==> src/design/bba_pkg.sv <==
// ----------------------------------------------------------------------------
// bba_pkg
// Shared types, widths and helpers for the buddy block allocator.
// ----------------------------------------------------------------------------
`default_nettype none

package bba_pkg;

  localparam int ADDR_W      = 20;
  localparam int LOG_W       = 5;
  localparam int MIN_LOG_DEF = 5;
  localparam int TOP_LOG_DEF = 19;

  localparam logic [ADDR_W-1:0] BASE_RST    = 20'h10000;
  localparam logic [LOG_W-1:0]  MAX_LOG_RST = 5'd16;

  typedef enum logic {
    REG_BASE    = 1'b0,
    REG_MAX_LOG = 1'b1
  } reg_idx_t;

  typedef enum logic {
    OP_ALLOC   = 1'b0,
    OP_RELEASE = 1'b1
  } op_t;

  typedef enum logic [1:0] {
    ST_ABSENT = 2'd0,
    ST_FREE   = 2'd1,
    ST_SPLIT  = 2'd2,
    ST_FULL   = 2'd3
  } node_st_t;

  // smallest k >= 1 with 2^k >= c
  function automatic logic [LOG_W-1:0] ceil_log(input logic [ADDR_W-1:0] c);
    logic [ADDR_W-1:0] m;
    logic [LOG_W-1:0]  k;
    m = c - ADDR_W'(1);
    k = LOG_W'(1);
    for (int i = 0; i < ADDR_W; i++) begin
      if (m[i]) k = LOG_W'(i + 1);
    end
    if (c <= ADDR_W'(2)) k = LOG_W'(1);
    return k;
  endfunction

endpackage

`default_nettype wire

==> src/design/bba_ctrl.sv <==
// ----------------------------------------------------------------------------
// bba_ctrl
// Request sequencer: tree search, split, release walk, buddy merge and
// result register.
// ----------------------------------------------------------------------------
`default_nettype none

module bba_ctrl #(
  parameter int MIN_LOG = bba_pkg::MIN_LOG_DEF,
  parameter int TOP_LOG = bba_pkg::TOP_LOG_DEF,
  parameter int IDX_W   = TOP_LOG - MIN_LOG + 1
) (
  input  wire logic                         clk,
  input  wire logic                         rst,
  input  wire logic                         in_valid,
  output logic                              in_ready,
  input  wire logic                         op,
  input  wire logic [bba_pkg::ADDR_W-1:0]   byte_count,
  input  wire logic [bba_pkg::ADDR_W-1:0]   block_start,
  input  wire logic [bba_pkg::ADDR_W-1:0]   base_address,
  input  wire logic [bba_pkg::LOG_W-1:0]    max_alloc_log,
  output logic                              out_valid,
  input  wire logic                         out_ready,
  output logic                              ok,
  output logic [bba_pkg::ADDR_W-1:0]        start_addr,
  output logic [bba_pkg::ADDR_W-1:0]        end_addr,
  output logic [bba_pkg::LOG_W-1:0]         block_log,
  output logic                              rd_en,
  output logic [IDX_W-1:0]                  rd_addr,
  input  wire bba_pkg::node_st_t            rd_data,
  output logic                              wr_en,
  output logic [IDX_W-1:0]                  wr_addr,
  output bba_pkg::node_st_t                 wr_data
);
  import bba_pkg::*;

  localparam logic [LOG_W-1:0] TOP_L = LOG_W'(TOP_LOG);
  localparam logic [LOG_W-1:0] MIN_L = LOG_W'(MIN_LOG);
  localparam logic [IDX_W-1:0] ROOT  = IDX_W'(1);

  typedef enum logic [4:0] {
    S_IDLE, S_PREP,
    S_A_RD, S_A_EV, S_A_NEXT, S_A_SPLIT, S_A_SIB, S_A_TAKE,
    S_R_RD, S_R_EV,
    S_FIN1, S_FIN2, S_LOAD, S_FAIL,
    S_M_RD, S_M_EV, S_M_WR
  } state_t;

  state_t               state;
  logic                 is_rel;
  logic [ADDR_W-1:0]    cnt;
  logic [ADDR_W-1:0]    off;
  logic [ADDR_W-1:0]    start_r;
  logic [ADDR_W-1:0]    end_r;
  logic [LOG_W-1:0]     want;
  logic [LOG_W-1:0]     lvl;
  logic [IDX_W-1:0]     n;

  logic [LOG_W-1:0]     k;
  logic [TOP_LOG:0]     n_sh;
  logic [ADDR_W-1:0]    lvl_mask;
  logic [ADDR_W-1:0]    off_sh;
  logic                 ld;

  assign k        = ceil_log(cnt);
  assign n_sh     = {{MIN_LOG{1'b0}}, n} << lvl;
  assign lvl_mask = (ADDR_W'(1) << lvl) - ADDR_W'(1);
  assign off_sh   = off >> (lvl - LOG_W'(1));
  assign ld       = !out_valid || out_ready;
  assign in_ready = (state == S_IDLE);

  always_comb begin
    rd_en   = 1'b0;
    rd_addr = n;
    wr_en   = 1'b0;
    wr_addr = n;
    wr_data = ST_FREE;
    case (state)
      S_A_RD, S_R_RD: rd_en = 1'b1;
      S_M_RD: begin
        rd_en   = (n != ROOT);
        rd_addr = n ^ IDX_W'(1);
      end
      S_A_SPLIT: begin
        wr_en   = 1'b1;
        wr_data = ST_SPLIT;
      end
      S_A_SIB: begin
        wr_en   = 1'b1;
        wr_addr = {n[IDX_W-2:0], 1'b1};
      end
      S_A_TAKE: begin
        wr_en   = 1'b1;
        wr_data = ST_FULL;
      end
      S_R_EV: wr_en = (rd_data == ST_FULL) &&
                      !(rd_data == ST_SPLIT && lvl > MIN_L) &&
                      ((off & lvl_mask) == '0);
      S_M_WR: wr_en = 1'b1;
      default: ;
    endcase
  end

  always_ff @(posedge clk) begin
    if (rst) begin
      state     <= S_IDLE;
      out_valid <= 1'b0;
    end else begin
      if (out_valid && out_ready && state != S_LOAD && state != S_FAIL) begin
        out_valid <= 1'b0;
      end
      case (state)
        S_IDLE: begin
          if (in_valid) begin
            is_rel <= (op == OP_RELEASE);
            cnt    <= byte_count;
            off    <= block_start - base_address;
            state  <= S_PREP;
          end
        end
        S_PREP: begin
          n   <= ROOT;
          lvl <= TOP_L;
          if (is_rel) begin
            state <= ((off >> TOP_LOG) != '0) ? S_FAIL : S_R_RD;
          end else if (k > max_alloc_log || k > TOP_L) begin
            state <= S_FAIL;
          end else begin
            want  <= (k < MIN_L) ? MIN_L : k;
            state <= S_A_RD;
          end
        end
        S_A_RD: state <= S_A_EV;
        S_A_EV: begin
          if (lvl == want) begin
            state <= (rd_data == ST_FREE) ? S_A_TAKE : S_A_NEXT;
          end else if (rd_data == ST_SPLIT) begin
            n     <= {n[IDX_W-2:0], 1'b0};
            lvl   <= lvl - LOG_W'(1);
            state <= S_A_RD;
          end else if (rd_data == ST_FREE) begin
            state <= S_A_SPLIT;
          end else begin
            state <= S_A_NEXT;
          end
        end
        S_A_NEXT: begin
          if (n == ROOT) begin
            state <= S_FAIL;
          end else if (!n[0]) begin
            n     <= n + IDX_W'(1);
            state <= S_A_RD;
          end else begin
            n   <= n >> 1;
            lvl <= lvl + LOG_W'(1);
          end
        end
        S_A_SPLIT: state <= S_A_SIB;
        S_A_SIB: begin
          n     <= {n[IDX_W-2:0], 1'b0};
          lvl   <= lvl - LOG_W'(1);
          state <= (lvl - LOG_W'(1) == want) ? S_A_TAKE : S_A_SPLIT;
        end
        S_A_TAKE: begin
          off   <= ADDR_W'(n_sh[TOP_LOG-1:0]);
          state <= S_FIN1;
        end
        S_R_RD: state <= S_R_EV;
        S_R_EV: begin
          if (rd_data == ST_SPLIT && lvl > MIN_L) begin
            lvl   <= lvl - LOG_W'(1);
            n     <= {n[IDX_W-2:0], off_sh[0]};
            state <= S_R_RD;
          end else if (rd_data == ST_FULL && (off & lvl_mask) == '0) begin
            state <= S_FIN1;
          end else begin
            state <= S_FAIL;
          end
        end
        S_FIN1: begin
          start_r <= base_address + off;
          state   <= S_FIN2;
        end
        S_FIN2: begin
          end_r <= start_r + lvl_mask;
          state <= S_LOAD;
        end
        S_LOAD: begin
          if (ld) begin
            out_valid  <= 1'b1;
            ok         <= 1'b1;
            start_addr <= start_r;
            end_addr   <= end_r;
            block_log  <= lvl;
            state      <= is_rel ? S_M_RD : S_IDLE;
          end
        end
        S_FAIL: begin
          if (ld) begin
            out_valid  <= 1'b1;
            ok         <= 1'b0;
            start_addr <= '0;
            end_addr   <= '0;
            block_log  <= '0;
            state      <= S_IDLE;
          end
        end
        S_M_RD: state <= (n == ROOT) ? S_IDLE : S_M_EV;
        S_M_EV: begin
          if (rd_data == ST_FREE) begin
            n     <= n >> 1;
            state <= S_M_WR;
          end else begin
            state <= S_IDLE;
          end
        end
        S_M_WR: state <= S_M_RD;
        default: state <= S_IDLE;
      endcase
    end
  end

endmodule

`default_nettype wire

==> config.mk <==
export PLATFORM = sky130hd
export DESIGN_NAME = bba_ctrl
export DESIGN_NICKNAME = d
export VERILOG_FILES = /design/src/design/bba_pkg.sv /design/src/design/bba_ctrl.sv
export SDC_FILE = /design/constraint.sdc
export NUM_CORES = 1
export LEC_CHECK = 0
export BUFFER_PORTS_ARGS = -buffer_cell sky130_fd_sc_hd__buf_2
export CAP_MARGIN = 20
export CORE_ASPECT_RATIO = 1.75
export CORE_MARGIN = 8
export CORE_UTILIZATION = 60
export CTS_BUF_LIST = sky130_fd_sc_hd__clkbuf_16
export CTS_CLUSTER_SIZE = 8
export DETAILED_ROUTE_END_ITERATION = 16
export PLACE_DENSITY = 0.85
export SLEW_MARGIN = 40
export SYNTH_ARGS = -nofsm -noshare
export SYNTH_HDL_FRONTEND = slang
export SYNTH_SLANG_ARGS = --single-unit
export TNS_END_PERCENT = 50
==> constraint.sdc <==
create_clock -name clk -period 5.5 [get_ports clk]
set_input_delay 0.825 -clock clk [delete_from_list [all_inputs] [get_ports clk]]
set_output_delay 0.825 -clock clk [all_outputs]
set_load 0.005 [all_outputs]
== Word level (Yosys, flattened, before mapping) ==
Index checks and enable logic that the tools add are counted.
Widths: inputs -> output; s select.

* Register bits after elaboration: 158
* Bits in latches: 0
* Memory bits (writable): 0
* Bits in read-only memories: 0
* Bits of input ports: 72
* Memories: 0

* Add/subtract/negate cells: 8
* $mul: 0
* Divide/modulo/power cells: 0
* Order comparisons: 5
* Equality and inequality tests: 35
* Shift-type cells: 3
* Multiplexer cells: 72
* Bitwise logic cells: 5
* Reductions and logical operators: 29

{| class="wikitable"
|+ Operators with widths
! cell !! number
|-
| $mux 5 || 28
|-
| $pmux 20 s2 || 3
|-
| $mux 15 || 7
|-
| $pmux 15 s6 || 1
|-
| $pmux 5 s17 || 1
|-
| $mux 20 || 4
|-
| $add 20x20->20 || 2
|-
| $eq 5x4->1 const B || 8
|-
| $pmux 5 s5 || 1
|-
| $mux 3 || 7
|-
| $and 20x20->20 || 1
|-
| $eq 5x3->1 const B || 4
|-
| $le 20x2->1 const B || 1
|-
| $logic_not 20->1 || 1
|-
| $shl 1x5->20 const A || 1
|-
| $shr 20x5->1 || 1
|-
| $sub 20x1->20 const B || 1
|-
| $sub 20x2->20 const B || 1
|-
| $sub 20x20->20 || 1
|-
| $shl 15x5->19 || 1
|-
| $ne 2x2->1 const B || 9
|-
| $mux 4 || 4
|-
| $add 15x1->15 const B || 1
|-
| $eq 15x1->1 const B || 1
|-
| 34 further kinds || 67
|}

== Depth between registers and ports, before layout ==
* Word-level depth: 26
* Depth in mapped cells: 21
* Depth with buffers taken out: 19

== Worst setup path before layout ==
OpenSTA, ideal clock, no wires.

* Path type: register to output
* From: register lvl[0]
* To: output port wr_en
* Arrival: 4029 ps
* Slack: 646 ps
* Stages on the path, launching flop included: 15
* Path buffers: 4
* Path through: edfxtp_1 > buf_1 > buf_2 > clkbuf_1 > inv_1 > ha_1 > buf_6 > or3_4 > o2bb2ai_2 > or4b_4 > or3_4 > o2111ai_2 > o2111ai_1 > or2_1 > o21ai_1

* Cells in the longest elaborated chain, start to end: 6
* Elaborated cells between the ends (all ways): 10
* Classes of those cells: add/sub: 1; order compare: 1; shift: 1; mux: 1; bitwise: 1; reduce/logical: 5

{| class="wikitable"
|+ RTL lines
! item !! RTL line !! source
|-
| start, declared || bba_ctrl.sv:56 || <nowiki>logic [LOG_W-1:0] lvl;</nowiki>
|-
| start signal, assigned || bba_ctrl.sv:139 || <nowiki>lvl <= lvl - LOG_W'(1);</nowiki>
|-
| start signal, assigned || bba_ctrl.sv:155 || <nowiki>lvl <= lvl + LOG_W'(1);</nowiki>
|-
| start signal, assigned || bba_ctrl.sv:161 || <nowiki>lvl <= lvl - LOG_W'(1);</nowiki>
|-
| $shl 1x5->20 / $gt 5x3->1 (equally long branches) || bba_ctrl.sv:67, bba_ctrl.sv:97 ||
|-
| $sub 20x2->20 / $logic_and 1x1->1 (equally long branches) || bba_ctrl.sv:67, bba_ctrl.sv:97 ||
|-
| $and 20x20->20 / $logic_not 1->1 (equally long branches) || bba_ctrl.sv:98, bba_ctrl.sv:97 ||
|-
| $logic_not 20->1 / $logic_and 1x1->1 (equally long branches) || bba_ctrl.sv:98, bba_ctrl.sv:96 ||
|-
| $logic_and 1x1->1 * || bba_ctrl.sv:97 || <nowiki>!(rd_data == ST_SPLIT && lvl > MIN_L) &&</nowiki>
|-
| $pmux 1 s2 * || bba_ctrl.sv:78 || <nowiki>case (state)</nowiki>
|-
| end, declared || bba_ctrl.sv:31 || <nowiki>output logic wr_en,</nowiki>
|}

Every way passes the cells marked *; elsewhere a longest branch is shown, timed or not.

== Worst setup path in the final report ==
* From: register lvl[1]
* To: output port wr_en

Same word-level chain as after synthesis.

==> summary.md <==
| Metric | Value |
|---|---|
| Worst Path Buf+Inv | `2` |
| CP most frequent cell | `ha_1` |
| Longest Clk Path Bufs | `2` |
| Crit Path Max Fanout | `13` |
| Number of port buffers | `153` |
| Inserted Diodes | `0` |
| Synth Register Bits | `158` |
| Clk_lat worst skew | `0.45 ns` |
| Largest net degree at the start of global routing | `47` |
| CTS tree | `done` |
| Least-Margin Pin Slew | `0.902 ns` |
| Layout cells sized above 1 | `19.2%` |
| Hold Path Depth | `2` |
| Worst path top cell family by delay | `compound AO/OA/AOI/OAI gates` |
| TritonCTS Buffers | `17` |
| CP Capture Type | `output pin` |
| Drt wl/cell | `21.5 um` |
| Starting Density | `60.5%` |
| Adder-cell share of the synthesized area | `7.94%` |
| DRC Markers | `0` |
| DRT antenna net count | `0` |
| Most common cell after layout, fill and taps aside | `buf_2` |
| Global-route wire length before repair | `55400 um` |
| Die Wd | `123 um` |
| Largest family of logic cells by synthesized area | `compound AO/OA/AOI/OAI gates` |
| Critical path's largest stage delay | `0.50 ns` |
| Mapped Area | `12100 sq um` |
| Post-Route WL | `35400 um` |
| Setup violations, final | `0` |
| First-pass DRT Iterations | `6` |
| Instance count of the mapped netlist | `1275` |
| Leakage power | `5.23 nW` |
| WHS Endpoint | `out_valid` |
| Max_slew headroom | `39.6%` |
| Simple-Gate Fraction of Synth Area | `18.7%` |
| Async S/R FF share, synth | `0%` |
| Mux cell area share after synthesis | `4.69%` |
| EDFF count, synth | `152` |
| IO Count | `154` |
| Clock period minus worst slack | `4.88 ns` |
| Vias in the first global route | `10800` |
| Core ar. | `20000 sq um` |
| Die area | `25200 sq um` |
| R2R setup slack | `0.80 ns` |
| XOR/XNOR Fraction of Synth Area | `5.79%` |
| Maximum clock frequency | `205 MHz` |
| Reg2Reg Capture Point | `state[0]` |
| Post-synthesis compound-gate area fraction | `19.1%` |
| Maxcap violations | `0` |
| FP Rows | `69` |
| Final WS setup | `0.616 ns` |
| Hold WC Path Type | `register to register` |
| Register-to-Register Path Depth | `19` |
| Worst endpoint required time | `4.68 ns` |
| Area grow syn2layout | `12.2%` |
| Clock sinks | `158` |
| Vias per inst | `6.43` |
| Commonest non-fill, non-tap cells in the layout | `buf_2, edfxtp_1, nand2_1` |
| Mean post-synth cell area | `9.50 sq um` |
| Worst-path cell chain | `clkinv_1 > ha_1 > nand2_1 > ha_1 > o21a_1 > a31oi_2 > mux2i_1 > a21o_1 > a222oi_1 > o2111ai_1 > or2_1 > o21ai_1 > buf_2` |
| Post-DP HPWL | `27100 um` |
| Global route overflow | `0` |
| Synth unique cells | `89` |
| RSZ-0062 raised after global routing | `false` |
| CP max-delay cell | `ha_1` |
| Worst setup path class | `register to output pin` |
| Worst Setup Start Kind | `register` |
| Status | `completed` |
| Gr usage total | `28.6%` |
| Cts repair resizes | `0` |
| Register clock-pin slew on the reported worst setup and hold paths | `0.07 ns` |
| Pwr Density | `362 nW/um^2` |
| Quantity of hold-fixing buffers added after cts | `0` |
| Final period util | `88.8%` |
| Nets | `1532` |
| Setup TNS | `0 ns` |
| Place WS | `0.963 ns` |
| DRC marker count from the first detailed-route iteration | `780` |
| Die extent in y | `204 um` |
| Initial antenna violation count | `0` |
| Count of final max-slew check failures | `0` |
| Synth warn | `0` |
| Post-Syn Nets | `1422` |
| H-Tree Depth | `4` |
| Peak VDD IR | `0.395 mV` |
| Arr. time, crit path | `4.06 ns` |
| HP Start | `out_valid` |
| R2r startpoint | `cnt[1]` |
| Clock skew | `0.0150 ns` |
| Routability Congestion | `1.04` |
| Final Hold Fails | `0` |
| Sequential-to-total area share from yosys stat | `38.7%` |
| DR vias | `10600` |
| Clk root buf | `clkbuf_16` |
| Post-synth top flop | `edfxtp_1` |
| Setup bufs post-CTS | `0` |
worst max path at each step:
stage / startpoint / to / slack [ns] / depth (start not counted)
after floorplan: lvl[0] / wr_en / 0.65 / 14
after global placement: cnt[1] / state[0] / 1.13 / 19
after detailed placement: cnt[1] / state[0] / 0.96 / 19
after CTS: lvl[1] / wr_en / 0.66 / 13
after global routing: lvl[1] / wr_en / 0.39 / 13
final: lvl[1] / wr_en / 0.62 / 13
final cells by class:
cell class                 instances  area [sq um]
clock inverter                    15           154
timing repair buffer             170           893
tap                              248           310
inverter                          67           251
fill                            1629          6440
multi-input combinational        971          6870
sequential                       158          4680
clock buffer                      17           425
state kept, by name, indices dropped and copies added, names as in the netlist:
signal      flops
block_log       5
cnt            20
end_addr       20
end_r          20
is_rel          1
lvl             5
n              15
off            20
ok              1
out_valid       1
start_addr     20
start_r        20
state           5
want            5
logic make-up after synthesis:
| group | Yosys count |
|---|---|
| buffers and inverters | 146 |
| AOI/OAI and AO/OA | 336 |
| adders and majority gates | 75 |
| muxes | 42 |
| xor gates and xnor gates | 80 |
| DFF | 158 |
| and+or+nand+nor | 438 |
worst register-to-register path, delay by kind of cell, from the launching register on:
| kind | cells | cell delay (ns) |
|---|---|---|
| DFF | 1 | 0.50 |
| AOI/OAI and AO/OA | 11 | 2.53 |
| and+or+nand+nor | 4 | 0.86 |
| buffers and inverters | 2 | 0.22 |
| adders and majority gates | 2 | 0.53 |
layer usage:
metal / part of all wire [%] / track usage, % / routed length, um / vias to the layer above
met1: 33 / 27.0 / 11700 / 5021
met5: 0 / 0 / 0 / -
met3: 6.1 / 6.17 / 2150 / 152
li1: - / - / - / 4960
met4: 8.3 / 23.6 / 2950 / 0
met2: 52 / 51.0 / 18600 / 454
power breakdown:
group	leakage, nW	total (mW)	internal (mW)	switching [mW]
sequential	1.42	1.76	1.53	0.232
clock	0.283	1.19	0.702	0.489
combinational	3.52	1.96	0.802	1.16
total	5.23	4.92	3.04	1.88
synthesized netlist by cell type, types with 17 or more instances:
master	n	area share, %
a211oi_1	17	1.1
a21oi_1	82	3.4
a22oi_1	18	1.1
clkbuf_1	50	1.6
edfxtp_1	152	38
ha_1	72	7.4
inv_1	63	2.0
mux2_2	18	1.7
nand2_1	102	3.2
nand2b_1	22	1.1
nand3_1	25	1.0
nor2_1	105	3.3
nor2b_1	60	3.1
nor3_1	35	1.4
o21a_1	24	1.5
o21ai_0	53	2.2
xnor2_1	50	3.6
xor2_1	30	2.2
metrics by stage:
stage	utilization, %	cell area, sq um	hold WS (ns)	total power, mW	std cells
floorplan	-	12100	0.499	3.14	1275
detailed placement	64.9	13000	0.513	3.70	1614
global placement	64.8	13000	0.496	3.64	1614
CTS	67.8	13600	0.524	4.89	1646
global route	67.8	13600	0.536	5.18	1646
finish	67.8	13600	0.521	4.92	1646
Power figures use the tool's default switching activity.
